**src/rtl/core/adad_queue.sv**
```systemverilog
// Small flop-based FIFO between the front and the back of the update block.
// No dependencies.
`default_nettype none

module adad_queue #(
   parameter int unsigned WIDTH = 8,
   parameter int unsigned DEPTH = 4
) (
   input  wire logic                           clock,
   input  wire logic                           reset,
   input  wire logic                           push,
   input  wire logic [WIDTH-1:0]               push_data,
   input  wire logic                           pop,
   output logic      [WIDTH-1:0]               pop_data,
   output logic                                empty,
   output logic      [$clog2(DEPTH+1)-1:0]     count
);

   localparam int unsigned PW = (DEPTH > 1) ? $clog2(DEPTH) : 1;
   localparam int unsigned CW = $clog2(DEPTH + 1);

   logic [WIDTH-1:0] slot_ff [DEPTH];
   logic [PW-1:0]    wr_ptr_ff, wr_ptr_in;
   logic [PW-1:0]    rd_ptr_ff, rd_ptr_in;
   logic [CW-1:0]    count_ff, count_in;

   // pointer wrap and occupancy
   always_comb begin
      wr_ptr_in = wr_ptr_ff;
      rd_ptr_in = rd_ptr_ff;
      count_in  = count_ff;
      if (push) begin
         wr_ptr_in = (wr_ptr_ff == PW'(DEPTH - 1)) ? '0 : wr_ptr_ff + 1'b1;
      end
      if (pop) begin
         rd_ptr_in = (rd_ptr_ff == PW'(DEPTH - 1)) ? '0 : rd_ptr_ff + 1'b1;
      end
      if (push && !pop) begin
         count_in = count_ff + 1'b1;
      end else if (pop && !push) begin
         count_in = count_ff - 1'b1;
      end
   end

   always_ff @(posedge clock) begin
      if (reset) begin
         wr_ptr_ff <= '0;
         rd_ptr_ff <= '0;
         count_ff  <= '0;
      end else begin
         wr_ptr_ff <= wr_ptr_in;
         rd_ptr_ff <= rd_ptr_in;
         count_ff  <= count_in;
      end
   end

   always_ff @(posedge clock) begin
      if (push) begin
         slot_ff[wr_ptr_ff] <= push_data;
      end
   end

   assign pop_data = slot_ff[rd_ptr_ff];
   assign empty    = (count_ff == '0);
   assign count    = count_ff;

endmodule

`default_nettype wire

```
**config.mk**
```make
export PLATFORM = sky130hd
export DESIGN_NAME = adad_queue
export DESIGN_NICKNAME = d
export VERILOG_FILES = /design/src/rtl/core/adad_queue.sv
export SDC_FILE = /design/constraint.sdc
export NUM_CORES = 1
export LEC_CHECK = 0
export ABC_AREA = 1
export BUFFER_PORTS_ARGS = -buffer_cell sky130_fd_sc_hd__buf_2
export CORE_MARGIN = 2
export CORE_UTILIZATION = 55
export CTS_BUF_LIST = sky130_fd_sc_hd__clkbuf_16
export DETAILED_ROUTE_END_ITERATION = 10
export GPL_TIMING_DRIVEN = 0
export PLACE_DENSITY = 0.87
export SLEW_MARGIN = 15
export SYNTH_ARGS = -nofsm -noshare
export SYNTH_HDL_FRONTEND = slang
export SYNTH_SLANG_ARGS = --single-unit
```
**constraint.sdc**
```tcl
create_clock -name clock -period 1.4 [get_ports clock]
set_clock_uncertainty 0.15 [all_clocks]
set_input_delay 0.14 -clock clock [delete_from_list [all_inputs] [get_ports clock]]
set_output_delay 0.14 -clock clock [all_outputs]
set_load 0.1 [all_outputs]
```
==> metrics.txt, run 1 <==
CP required=roughly 1100 ps; largest net degree at the start of global routing=14; share of Yosys cell area claimed by the top area cell type=58.4%; period utilization=120%; CP Launch Type=flip-flop; post-synth top area cell=edfxtp_1; via count=1242; Int Power=2.41 mW; failing checks=DRC, setup timing; drt drc=3; post-route ant nets=0; Cell variety after synth=19; Power Dens Cells=1430 mW/mm²; H-tree levels=2; Post-Syn Nets=about 150; max frequency=596 MHz; leakage=0.934 nW; # diodes=0; DRT iter0 DRCs=47; Max VDD drop=between 1 and 1.5 mV; initial core utilization=58.7%; Ys Warns=0; # fillers=105; CP Max Fanout=5; Slew headroom=68.1%; die area=about 0.0034 mm²; io pins=24; Clk pwr share=30.3%; Slew @ Worst Pin=482 ps; row count=19; Layout area overhead=55.2%; clock latency on the worst-skew pair=~270 ps; DR WL/cell=between 20 and 25 µm; Crit. End Element=output pin; Comb power frac=29.7%; min Tclk post-route=around 1700 ps; height of the die=58.7 µm; Total GRT Usage=between 20 and 30%; Final WS setup=-277 ps; flops & latches, synth=41; Synth Cell Area=0.00165 mm²; CTS tree=yes; commonest cells after routing, fill and taps aside=edfxtp_1 (32), buf_2 (12), nor2_1 (11); sw power=1.25 mW; Vias/cell=approximately 5.9; die width=about 59 µm; core area=0.00281 mm²; maximum buffer depth of the clock tree=2; Clock Tree Root=clkbuf_16; Worst-path clk slew=60 ps; Sink Count=41; Power, Total=3.66 mW; final setup vio count=8; Syn Area/Cell=12.3 µm²; 1st-pass router iterations=7; Detail Placement HPWL=about 2.3 mm; max-slew violations=0; first-pass GRT wire length=6.45 mm; CP arrival=1390 ps; IO buf count=23; leading cell type in the layout, fill and taps excluded=edfxtp_1; Seq/Total Area, Yosys=between 60% and 70%; Seq pwr share=40.0%; clock buffer count from CTS=5; ratio of cells with drive above 1 in the final layout=between 50% and 60%; synth top area cells=edfxtp_1 (58%), dfxtp_1 (11%), nor2_1 (5.0%); Final Hold Vio Count=0; grt ovf=0; worst hold path class=primary input to flip-flop; Routed WL=around 4.8 mm; Syn Inst Count=134; run status=finished, violations left; initial antenna violation count=0; routability cong.=~0.72; nets=a little under 200; Setup CP Type=flip-flop to output pin; maxcap violations=0; setup repair after global routing missed its margin=yes; Switching Share=34.1%; vias in the first global route=between 1000 and 1500; final hold slack=74.7 ps
## registers in the layout, summed over array words and instances (netlist names), named ones only
name,cells
count,3
wr_ptr_ff,2
slot_ff,32
rd_ptr_ff,2
## layout make-up
type | instances | area, µm² | share of cell area [%]
well taps | 31 | 38.8 | 1.52
plain buffers | 2 | 35.0 | 1.37
clock inverters | 3 | 17.5 | 0.685
flip-flops and latches | 41 | 1160 | 45.6
multi-input cells | 75 | 697 | 27.3
clock buffers | 5 | 125 | 4.89
inverters | 16 | 83.8 | 3.28
repair buffers | 37 | 394 | 15.4
## what timing repair did
item / CTS / global route
gates resized for setup: 58 / 15
endpoints found under the hold margin: 36 / 0
hold buffers: 9 / 0
buffers inserted: 3 / 1
gates cloned: 1 / 0
setup endpoints to repair: 35 / 33
pin swaps: 2 / 1
## metal layers
layer	track usage, %	part of all wire [%]	wire [µm]	vias up
met4	12.0	2.3	112	0
li1	-	-	-	558
met1	29.7	37	1770	622
met2	50.9	56	2670	53
met3	5.05	4.9	232	9
met5	0	0	0	-
## cells in the mapped netlist, drive strengths merged
cell type	n
o21ai	19
edfxtp	32
o22ai	8
a21oi	3
nand2	8
inv	16
nand3	1
nor3	3
xor2	1
fa	1
ha	6
nand4	1
buf	2
nor2	24
dfxtp	9
## cell families (layout without fill, tap and decap cells)
family	Yosys count	after routing	synth area share (%)
buffers and inverters	18	63	5.01
AO/OA/AOI/OAI	30	30	10.2
adder cells (fa/ha/maj)	7	7	5.78
XOR/XNOR	1	1	0.532
flip-flops	41	41	69.3
AND/OR/NAND/NOR	37	37	9.19
## worst max-delay path, stage by stage, from the launching register on
cell,delay [ps]
dfxtp_4,380
buf_4,150
o21ai_1,270
o22ai_4,120
buf_12,180
## path summary, 6_finish.rpt
path                              startpoint            end  slack (ps)  cells after the start
worst max register to register  wr_ptr_ff[0]  slot_ff[0][6]          30                      4
worst max-delay path               flip-flop    pop_data[1]        -280                      4
worst min register to register  wr_ptr_ff[0]   wr_ptr_ff[0]         390                      2
worst min-delay path                     pop      flip-flop          70                      3
## power groups by stage
stage | Sequential [mW] | Clock [mW] | Combinational (mW)
detailed placement | 1.48 | 0 | 0.826
CTS | 1.46 | 1.09 | 1.04
finish | 1.46 | 1.11 | 1.09
global placement | 1.47 | 0 | 0.799
floorplan | 1.56 | 0 | 0.596
global route | 1.47 | 1.16 | 1.13
## stage by stage
| stage | utilization [%] | setup WS, ps | cell area, µm² | instances | setup TNS, ps |
|---|---|---|---|---|---|
| after floorplan | - | -174 | 1880 | 134 | -910 |
| after global placement | 72.3 | -186 | 2030 | 188 | -1430 |
| after detailed placement | 72.3 | -251 | 2030 | 188 | -2300 |
| after CTS | 89.2 | -235 | 2500 | 209 | -1650 |
| after global routing | 91.1 | -285 | 2560 | 210 | -2100 |
| final | 91.1 | -277 | 2560 | 210 | -1890 |
Power figures use the tool's default switching activity.
==> run 2, diff against run 1 <==
REMOVE_ABC_BUFFERS = 1   (was default)
clock period = 2.15 ns   (was 1.4 ns; I/O delays follow)
==> run 2 against run 1 <==
Net effect:
- the run ends with DRC left
- cell count is 6.7% lower
- utilization decreased by 21 points
- critical path depth is the same
- hold slack got worse by 68 ps
- clock power down 27%
- die area unchanged
- sequential power shrank 36%
- combinational power fell by 58%
- critical path type unchanged
- critical endpoint is now pop_data[4]
==> metrics.txt, run 2 (synthesis results as in run 1) <==
Crit. End Element=output pin; initial antenna violation count=0 (unchanged); leakage=0.812 nW (-13%); 1st-pass router iterations=8 (+1); CP Max Fanout=17 (+12); largest net degree at the start of global routing=18 (+4); vias in the first global route=1088 (-17%); IO buf count=23 (unchanged); Slew headroom=67.8% (-0.33 points); Power, Total=2.20 mW (-40%); FF+latch area=0.00114 mm² (-1.9%); worst hold path class=primary input to flip-flop; die area=0.00345 mm² (unchanged); routability cong.=0.692 (-3.9%); Final Hold Vio Count=0 (unchanged); failing checks=DRC; die width=58.7 µm (unchanged); clock latency on the worst-skew pair=280 ps (about the same); CP required=1780 ps (+670 ps); final hold slack=6.50 ps (-68.2 ps); Total GRT Usage=20.0% (-7.2 points); maximum buffer depth of the clock tree=2 (unchanged); grt ovf=0 (unchanged); Finished Layout Cells=196 (-6.7%); height of the die=58.7 µm (unchanged); area occupied by multi-input gates=423 µm² (-39%); final setup vio count=0 (-8); Layout area overhead=19.6%; Power Dens Cells=1120 mW/mm² (-22%); Setup CP Type=flip-flop to output pin; Vias/cell=5.49 (-7.2%); Largest register FFs=32 (unchanged); row count=19 (unchanged); drt drc=2 (-1); CP arrival=1680 ps (+290 ps); CP Launch Type=flip-flop; nets=183 (-7.1%); via count=1076 (-13%); Max VDD drop=0.826 mV (-43%); period utilization=95.0%; # diodes=0 (unchanged); core area=0.00281 mm² (unchanged); DR WL/cell=15.0 µm (-34%); max-slew violations=0 (unchanged); max frequency=around 500 MHz; DRT iter0 DRCs=66 (+40%); Sink Count=41 (unchanged); first-pass GRT wire length=4.91 mm (-24%); io pins=24 (unchanged); leading cell type in the layout, fill and taps excluded=edfxtp_1; Routed WL=2.94 mm (-38%); CTS tree=yes; commonest cells after routing, fill and taps aside=edfxtp_1 (32), nor2_1 (22), buf_2 (20); Worst-path clk slew=60 ps (about the same); run status=finished, violations left; post-route ant nets=0 (unchanged); worst slack, placed=200 ps (+451 ps); Detail Placement HPWL=1.85 mm (-19%); Setup TNS Final=0 ps (+1890 ps); setup repair after global routing missed its margin=no; ratio of cells with drive above 1 in the final layout=21.2% (-30 points); Reg with most FFs=slot_ff; initial core utilization=58.7% (unchanged); Clock Tree Root=clkbuf_16; placed cells=186 (-1.1%); Slew @ Worst Pin=487 ps (+4.95 ps); Post CTS Setup Buffer Count=0 (-3); # fillers=187 (+78%); Final WS setup=108 ps (+385 ps); clock buffer count from CTS=5 (unchanged); H-tree levels=2 (unchanged); maxcap violations=0 (unchanged); min Tclk post-route=between 2000 and 2500 ps
run 2: changes by cell type in the layout (fill, tap and decap cells not counted), sizes merged:
cell and delta:
clkbuf +1, dlygate4sd3 -7, inv +4, buf -8
bufinv +1, clkinvlp -3, clkinv -2
run 2: final timing paths:
kind	startpoint	end	slack, ps	depth (start not counted)
max reg2reg	wr_ptr_ff[0]	slot_ff[3][0]	720	3
min reg2reg	rd_ptr_ff[1]	rd_ptr_ff[1]	390	2
min	push_data[7]	slot_ff[2][7]	7	1
max	flip-flop	pop_data[4]	110	4
run 2: layer usage:
layer	share of wire, %	vias to the layer above	track usage [%]
li1	-	527	-
met5	0	-	0
met3	6.4	5	8.57
met1	43	511	24.8
met2	49	33	32.7
met4	1.5	0	4.87
run 2: where the power goes:
part	switching [mW]	internal, mW	total, mW	leakage, nW
Combinational	0.372	0.0843	0.456	0.360
Sequential	0.0321	0.900	0.932	0.369
Clock	0.275	0.538	0.814	0.0826
run 2: final cells by class:
cell class,instances,share of cell area [%]
Multi-Input combinational cell,75,21.5
Inverter,16,3.05
Clock buffer,5,6.35
Sequential cell,41,58.0
Clock inverter,3,1.91
Tap cell,31,1.97
Timing Repair Buffer,25,7.24
run 2: worst max-delay path: stages (launching register included):
cell and delay, ps:
dfxtp_2 410, inv_2 270, o21ai_0 150, o22ai_1 120
buf_2 440
run 2: timing repair:
| item | in CTS | in global routing |
|---|---|---|
| endpoints found under the setup margin | 6 | 2 |
| pin swaps | 0 | 0 |
| endpoints found under the hold margin | 4 | 0 |
| gates resized for setup | 2 | 2 |
| hold buffers | 2 | 0 |
run 2: through the flow:
stage,utilization (%),area (µm²)
after floorplan,-,1620
after global placement,63.4,1780
after detailed placement,63.4,1780
after CTS,70.0,1960
after global routing,70.2,1970
final,70.2,1970
