===== src/rtl/core/adad_pkg.sv =====
// Shared types, constants and the square root step for the Adadelta update block.
// No dependencies; adad_front, adad_back and the top level import it.
`default_nettype none

package adad_pkg;

   // Q8.24 constants
   localparam logic [24:0] Q_ONE   = 25'h100_0000;
   localparam logic [23:0] Q_HALF  = 24'h80_0000;
   localparam logic [31:0] U32_MAX = 32'hFFFF_FFFF;

   // register indexes on the csr port
   localparam logic [1:0] CSR_LEARNING_RATE = 2'd0;
   localparam logic [1:0] CSR_DECAY_FACTOR  = 2'd1;
   localparam logic [1:0] CSR_EPSILON       = 2'd2;

   // register reset values
   localparam logic [31:0] LEARNING_RATE_RST = 32'd16777216;
   localparam logic [24:0] DECAY_FACTOR_RST  = 25'd15099494;
   localparam logic [23:0] EPSILON_RST       = 24'd17;

   // square root: radicand below 2^57, so 29 result bits
   localparam int unsigned SQRT_STEPS   = 29;
   localparam logic [57:0] SQRT_TOP_BIT = 58'd1 << 56;
   // quotient of the lr*sn/sd division is 62 bits
   localparam int unsigned DIV_STEPS    = 62;

   typedef struct packed {
      logic [31:0] learning_rate;
      logic [24:0] decay_factor;
      logic [23:0] epsilon;
   } cfg_type;

   // classified input word as it sits in the queue
   typedef struct packed {
      logic [11:0] idx;
      logic        gneg;
      logic [31:0] gmag;
      logic [31:0] weight;
   } item_type;

   typedef struct packed {
      logic [57:0] rem;
      logic [57:0] root;
   } sqrt_type;

   // one digit of the bit-pair integer square root
   function automatic sqrt_type sqrt_step(input sqrt_type cur, input logic [57:0] bit_val);
      sqrt_type    nxt;
      logic [57:0] trial;
      trial = cur.root + bit_val;
      if (cur.rem >= trial) begin
         nxt.rem  = cur.rem - trial;
         nxt.root = (cur.root >> 1) + bit_val;
      end else begin
         nxt.rem  = cur.rem;
         nxt.root = cur.root >> 1;
      end
      return nxt;
   endfunction

endpackage

`default_nettype wire


===== src/rtl/core/adad_front.sv =====
// Front end: accepts input words, splits gradient sign and magnitude and maps
// the index onto a store slot. Depends on adad_pkg.
`default_nettype none

module adad_front #(
   parameter int unsigned NUM_ELEMENTS = 4096,
   parameter int unsigned QUEUE_DEPTH  = 4
) (
   input  wire logic                                           clock,
   input  wire logic                                           reset,
   input  wire logic                                           req_tvalid,
   output logic                                                req_tready,
   input  wire logic [79:0]                                    req_tdata,
   input  wire logic                                           clear_busy,
   input  wire logic [$clog2(QUEUE_DEPTH+1)-1:0]               q_count,
   output logic                                                push,
   output adad_pkg::item_type                                  push_item,
   output logic [((NUM_ELEMENTS > 1) ? $clog2(NUM_ELEMENTS) : 1)-1:0] push_slot
);
   import adad_pkg::*;

   localparam int unsigned AW = (NUM_ELEMENTS > 1) ? $clog2(NUM_ELEMENTS) : 1;
   localparam int unsigned CW = $clog2(QUEUE_DEPTH + 1);
   // ceil(2^32 / N): exact floor(idx / N) for 12 bit idx
   localparam logic [32:0] RECIP =
      33'(((64'd1 << 32) + 64'(NUM_ELEMENTS) - 64'd1) / 64'(NUM_ELEMENTS));

   item_type     s1_item_ff, s1_item_in;
   logic [12:0]  s1_quo_ff,  s1_quo_in;
   logic         s1_vld_ff;
   logic         accept;
   logic [44:0]  quo_prod;
   logic [33:0]  sub_prod;
   logic [33:0]  rem_raw;
   logic [33:0]  rem_fix;

   // room for the word in stage 1 and the one being accepted
   assign req_tready = !clear_busy &&
                       ((CW + 1)'(q_count) + (CW + 1)'(s1_vld_ff) < (CW + 1)'(QUEUE_DEPTH));
   assign accept     = req_tvalid && req_tready;

   // stage 0: sign/magnitude and the quotient estimate
   always_comb begin
      s1_item_in.idx    = req_tdata[11:0];
      s1_item_in.gneg   = req_tdata[43];
      s1_item_in.gmag   = req_tdata[43] ? (32'd0 - req_tdata[43:12]) : req_tdata[43:12];
      s1_item_in.weight = req_tdata[75:44];
      quo_prod          = 45'(req_tdata[11:0]) * 45'(RECIP);
      s1_quo_in         = quo_prod[44:32];
   end

   always_ff @(posedge clock) begin
      if (reset) begin
         s1_vld_ff <= 1'b0;
      end else begin
         s1_vld_ff <= accept;
      end
   end

   always_ff @(posedge clock) begin
      if (accept) begin
         s1_item_ff <= s1_item_in;
         s1_quo_ff  <= s1_quo_in;
      end
   end

   // stage 1: remainder with one correction, then into the queue
   always_comb begin
      sub_prod = 34'(s1_quo_ff) * 34'(NUM_ELEMENTS);
      rem_raw  = 34'(s1_item_ff.idx) - sub_prod;
      rem_fix  = (rem_raw >= 34'(NUM_ELEMENTS)) ? rem_raw - 34'(NUM_ELEMENTS) : rem_raw;
   end

   assign push      = s1_vld_ff;
   assign push_item = s1_item_ff;
   assign push_slot = rem_fix[AW-1:0];

endmodule

`default_nettype wire


===== config.mk =====
export PLATFORM = sky130hd
export DESIGN_NAME = adad_front
export DESIGN_NICKNAME = d
export VERILOG_FILES = /design/src/rtl/core/adad_pkg.sv /design/src/rtl/core/adad_front.sv
export SDC_FILE = /design/constraint.sdc
export NUM_CORES = 1
export LEC_CHECK = 0
export ABC_AREA = 1
export BUFFER_PORTS_ARGS = -buffer_cell sky130_fd_sc_hd__buf_2
export CAP_MARGIN = 20
export CORE_MARGIN = 3
export CORE_UTILIZATION = 30
export CTS_CLUSTER_SIZE = 40
export DETAILED_ROUTE_END_ITERATION = 8
export GPL_TIMING_DRIVEN = 1
export PLACE_DENSITY = 0.62
export SLEW_MARGIN = 5
export SYNTH_ARGS = -nofsm -noshare
export SYNTH_HDL_FRONTEND = slang
export SYNTH_SLANG_ARGS = --single-unit

===== constraint.sdc =====
create_clock -name clock -period 7.5 [get_ports clock]
set_input_delay 1.5 -clock clock [delete_from_list [all_inputs] [get_ports clock]]
set_output_delay 1.5 -clock clock [all_outputs]
set_load 0.02 [all_outputs]

==> results.py, run 1 <==
metrics = {
    "critical_path": {
        "worst_setup_path_end_kind": "output pin",
        "cp_top_family": "buffers and inverters",
        "startpoint_type": "primary input",
        "slowest_stage": "buf_2",
        "cp_cell_sequence": "buf_2 -> nand3_1 -> nand3_1 -> inv_1 -> buf_2",
        "crit_arrival_ns": 2.04,
        "path_class": "primary input to output pin",
        "cp_max_fo": 3,
        "required_ns": 6.00,
        "cp_num_buf_inv": 3,
        "slowest_delay_ns": 0.16,
    },
    "final_layout": {
        "layout-drive-gt1-share_pct": 42.8,
        "nFillCells": 1084,
        "n_antenna_cell": 0,
        "area_growth_pct": 36.2,
        "multi_input_area_um2": 978,
        "layout_commonest_cell": "buf_2",
        "regArea_um2": 2330,
        "fin_nets": 577,
        "final_cell_mix": "buf_2 (173), nand2_1 (88), edfxtp_1 (77)",
    },
    "synth": {
        "synthesis.area_um2": 3520,
        "ys_seq_area_share_pct": 66.3,
        "yosysWarnings": 0,
        "synth-compound-area-share_pct": 1.81,
        "avgSynthCellArea_um2": 11.1,
        "syn_inst": 317,
        "syn_nets": 406,
        "ys_ff_latch": 78,
        "muxShareOfSynthArea_pct": 0,
        "yosys.area_share.simple_pct": 21.3,
        "yosysUniqueCellTypes": 21,
        "synth_fa_ha_area_share_pct": 0.711,
        "synth_top_family_by_area": "simple AND/OR/NAND/NOR gates",
        "synth-xor-area-share_pct": 3.74,
    },
    "clock_network": {
        "ctsHoldBuffers": 0,
        "post-cts-setup-buffer-count": 0,
        "cts_root_buf": "clkbuf_16",
        "cts.path.max_buffers": 2,
        "cts_max_level": 3,
        "postCtsResizedCells": 0,
        "cts.clk_slew.worst_paths_ns": 0.06,
        "clk_latency_ns": 0.33,
        "cts_tree": "done",
        "cts_sinks": 78,
        "cts_buffers": 9,
    },
    "global_route": {
        "grt_pass1_wl_mm": 13.9,
        "antenna_found_initial": 1,
        "grt_max_degree": 43,
        "track_usage_pct": 14.0,
        "grt_pass1_vias": 2743,
        "grt_overflow_total": 0,
    },
    "route": {
        "route.detailed.drc": 0,
        "via_per_inst": 4.30,
        "postRouteAntennaNets": 0,
        "drtIter0Drc": 116,
        "wl_per_cell_um": 14.7,
        "wl_mm": 9.29,
        "firstDrtPassIters": 4,
        "via_count": 2719,
    },
    "sta": {
        "fmax_mhz": 282,
        "whs_ns": 0.657,
        "tightest_slew_ns": 0.617,
        "final_max_slew_viol_count": 0,
        "finalSetupViolCount": 0,
        "finalHoldViolations": 0,
        "rsz0062_at_grt": "false",
        "clock-skew-final_ns": 0.00569,
        "max-slew-margin-rel_pct": 58.9,
        "min_period_ns": 3.54,
        "fin_crit_sh_pct": 47.2,
        "tns_ns": 0,
    },
    "placed_design": {
        "dp_hpwl_mm": 7.45,
        "gp_congestion": 0.809,
        "port_buffers": 173,
    },
    "pwr": {
        "leakage_uw": 0.00210,
        "p_per_area_nw_per_um2": 225,
        "irDropWorstVdd_v": 0.000119,
        "power_uw": 1080,
    },
    "floorplan": {
        "fp.coreArea_um2": 11100,
        "die_x_um": 114,
        "io_pins": 178,
        "rows": 38,
        "initial_utilization_pct": 31.6,
        "die_area_um2": 13100,
        "die_h_um": 114,
    },
    "worst_hold_path": {
        "min_path_type": "flip-flop to flip-flop",
    },
    "run": {
        "cap_violations": 0,
    },
    "outcome": {
        "status": "complete, no violations",
    },
}
-- kinds of logic after synthesis --
logic type / count (synthesis)
AOI/OAI and AO/OA: 9
and+or+nand+nor: 174
adders and majority gates: 2
DFF: 78
xor gates and xnor gates: 15
buffers and inverters: 39
-- worst paths after layout --
check                   from                      end  slack (ns)  cells after the start
max               q_count[0]               req_tready        3.96                      5
min          push$_SDFF_PP0_          push$_SDFF_PP0_        0.66                      3
max reg2reg  push$_SDFF_PP0_  push_item[60]$_DFFE_PP_        5.63                      5
min reg2reg  push$_SDFF_PP0_          push$_SDFF_PP0_        0.66                      3
-- worst reg2reg max path, cell delays in order (launching register included) --
cell and delay (ns):
dfxtp_1 0.31, nand3_1 0.07, nand3_1 0.15, nor2_4 0.25, buf_12 0.25, buf_4 0.48
-- synthesized netlist by cell type, drive strengths merged --
cell type  count  area, um^2
nor2          54         243
o21ai          7        53.8
xor2           7        61.3
a21oi          2        10.0
nand4          3        18.8
xnor2          8        70.1
dfxtp          1        20.0
buf           15         124
nand2         95         374
ha             2        25.0
nand3         18        90.1
nand3b         2        15.0
edfxtp        77        2310
nor3           2        10.0
inv           24        90.1
-- flip-flops by register name (all words and copies together) (netlist names) --
| signal | count |
|---|---|
| push_item | 77 |
| push | 1 |
-- final cells by class --
type | count | area share [%]
Sequential cell | 78 | 48.7
Multi-Input combinational cell | 200 | 20.4
Timing Repair Buffer | 175 | 18.6
Clock inverter | 7 | 2.01
Tap cell | 140 | 3.66
Inverter | 24 | 1.88
Clock buffer | 9 | 4.70
-- report_power, final --
| group | internal, uW | switching [uW] |
|---|---|---|
| Sequential | 497 | 3.14 |
| Clock | 292 | 174 |
| Combinational | 41.4 | 71.0 |
| Total | 830 | 248 |
-- layer usage --
layer	track usage [%]	vias to the layer above	routed length [um]
li1	-	1387	-
met1	15.2	1213	3640
met2	25.2	105	4680
met3	4.65	12	853
met4	5.70	2	117
met5	0	-	7
-- per-stage QoR --
stage	instances	utilization [%]	setup WS, ns	cell area (um^2)
3_5_place_dp	616	40.0	3.78	4450
5_1_grt	633	43.1	3.86	4790
3_3_place_gp	616	40.0	3.85	4450
4_1_cts	632	42.9	3.95	4770
2_1_floorplan	317	-	2.10	3520
6_report	633	43.1	3.96	4790
No activity file was read; power rests on OpenSTA's default activity.
==> run 2: changes to the inputs <==
ABC_AREA = 0   (was 1)
PLACE_DENSITY = 0.63   (was 0.62)
clock period = 3.3 ns   (was 7.5 ns; I/O delays follow)
==> results.py, run 2 <==
metrics = {
    "pwr": {
        "p_per_area_nw_per_um2": 459,
        "leakage_uw": 0.00170,
        "irDropWorstVdd_v": 0.000162,
    },
    "sta": {
        "finalSetupViolCount": 0,
        "min_period_ns": 2.15,
        "tightest_slew_ns": 0.591,
        "clock-skew-final_ns": 0.0102,
        "final_max_slew_viol_count": 0,
        "finalHoldViolations": 0,
        "fin_crit_sh_pct": 65.2,
        "fmax_mhz": 464,
        "max-slew-margin-rel_pct": 60.5,
        "tns_ns": 0,
        "rsz0062_at_grt": "false",
    },
    "global_route": {
        "antenna_found_initial": 0,
        "grt_pass1_vias": 2201,
        "grt_max_degree": 41,
        "grt_overflow_total": 0,
        "track_usage_pct": 13.1,
        "grt_pass1_wl_mm": 11.5,
    },
    "synth": {
        "yosysWarnings": 0,
        "yosysMostFrequentCell": "edfxtp_1",
        "synth-async-reset-ratio_pct": 0,
        "synth_ff_type": "edfxtp_1",
        "ys_ff_latch": 78,
        "yosysUniqueCellTypes": 30,
        "synthesis.area_um2": 3170,
        "syn_inst": 198,
        "synthTopCellsByCount": "edfxtp_1 (77), xnor2_1 (29), nand2_1 (15)",
        "synth_top_area_share_pct": 73.0,
        "avgSynthCellArea_um2": 16.0,
        "synth_area_leader_cell": "edfxtp_1",
        "ys_seq_area_share_pct": 73.6,
        "syn_nets": 287,
        "synth_area_leaders": "edfxtp_1 (73%), xnor2_1 (8.0%), o31ai_1 (3.1%), buf_4 (2.8%), nand2_1 (1.8%)",
        "synth-edff-count": 77,
    },
    "floorplan": {
        "rows": 36,
        "fp.coreArea_um2": 10000,
        "die_x_um": 109,
        "die_h_um": 109,
        "io_pins": 178,
        "initial_utilization_pct": 31.7,
        "die_area_um2": 11800,
    },
    "final_layout": {
        "layout_commonest_cell": "buf_2",
        "layoutNonFillerInstCount": 506,
        "area_growth_pct": 35.6,
        "largest_reg_flops": 77,
        "final_cell_mix": "buf_2 (173), edfxtp_1 (77), xnor2_1 (29)",
        "n_antenna_cell": 0,
        "fin_nets": 458,
        "layout-drive-gt1-share_pct": 52.8,
        "utilization_pct": 43.0,
    },
    "critical_path": {
        "crit_arrival_ns": 2.24,
        "path_class": "primary input to flip-flop",
        "required_ns": 3.39,
        "worst_setup_path_end_kind": "flip-flop",
        "cp_max_fo": 12,
        "startpoint_type": "primary input",
    },
    "clock_network": {
        "postCtsResizedCells": 0,
        "cts_max_level": 3,
        "cts.path.max_buffers": 2,
        "cts_buffers": 9,
        "cts_tree": "done",
        "post-cts-setup-buffer-count": 0,
        "cts.clk_slew.worst_paths_ns": 0.08,
        "ctsHoldBuffers": 0,
        "cts_sinks": 78,
        "clk_latency_ns": 0.34,
        "cts_root_buf": "clkbuf_8",
    },
    "outcome": {
        "status": "complete, no violations",
    },
    "worst_hold_path": {
        "min_path_type": "primary input to flip-flop",
    },
    "route": {
        "wl_per_cell_um": 16.1,
        "via_per_inst": 4.47,
        "route.detailed.drc": 0,
        "via_count": 2262,
        "wl_mm": 8.14,
        "drtIter0Drc": 102,
        "firstDrtPassIters": 4,
        "postRouteAntennaNets": 0,
    },
    "placed_design": {
        "gp_congestion": 0.744,
        "port_buffers": 173,
        "dp_cells": 491,
        "dp_hpwl_mm": 6.25,
    },
    "run": {
        "cap_violations": 0,
    },
}
==> run 2: power by group <==
group	total (uW)	switching (uW)	internal, uW
sequential	1140	7.20	1130
clock	613	346	267
combinational	225	132	93.7
==> run 2: path summary, 6_finish.rpt <==
check	start	to	slack [ns]	cells after the start
setup reg to reg	push$_SDFF_PP0_	push_item[23]$_DFFE_PP_	1.49	3
hold reg to reg	push$_SDFF_PP0_	push_item[73]$_DFFE_PP_	0.97	2
hold / removal	reset	push$_SDFF_PP0_	0.47	2
setup / recovery	req_tdata[20]	push_item[55]$_DFFE_PP_	1.15	5
==> run 2: cell type report <==
type | instances | area (um^2)
Sequential cell | 78 | 2330
Inverter | 2 | 7.51
Timing Repair Buffer | 176 | 901
Clock buffer | 9 | 124
Multi-Input combinational cell | 102 | 727
Fill cell | 965 | 5700
Tap cell | 133 | 166
Clock inverter | 6 | 40.0
==> run 2: metal layers <==
metal,vias to the layer above,GRT usage [%],share of wire (%)
li1,1084,-,-
met1,1054,14.3,37
met2,112,23.5,52
met3,12,3.26,9.2
met4,0,6.49,2.0
met5,-,0,0
==> run 2: worst max-delay path: stages <==
cell     delay, ns
buf_2         0.15
nor4_1        0.27
nand3_1       0.48
o41ai_1       0.57
xnor2_1       0.10
==> run 2: cells by family after synthesis <==
family                     share of synthesized area [%]
buffers and inverters                               3.55
and+or+nand+nor                                     8.57
DFF                                                 73.6
xor gates and xnor gates                            8.01
AOI/OAI and AO/OA                                   5.49
adders and majority gates                          0.789
==> run 2: stage by stage <==
stage / power [uW] / cell area (um^2) / setup WS (ns) / hold WS (ns)
after floorplan: 1280 / 3170 / 0.412 / 0.732
after global placement: 1380 / 4130 / 0.812 / 0.817
after detailed placement: 1390 / 4130 / 0.731 / 0.825
after CTS: 2000 / 4300 / 1.11 / 0.446
after global routing: 2060 / 4300 / 0.969 / 0.468
final: 1970 / 4300 / 1.15 / 0.467
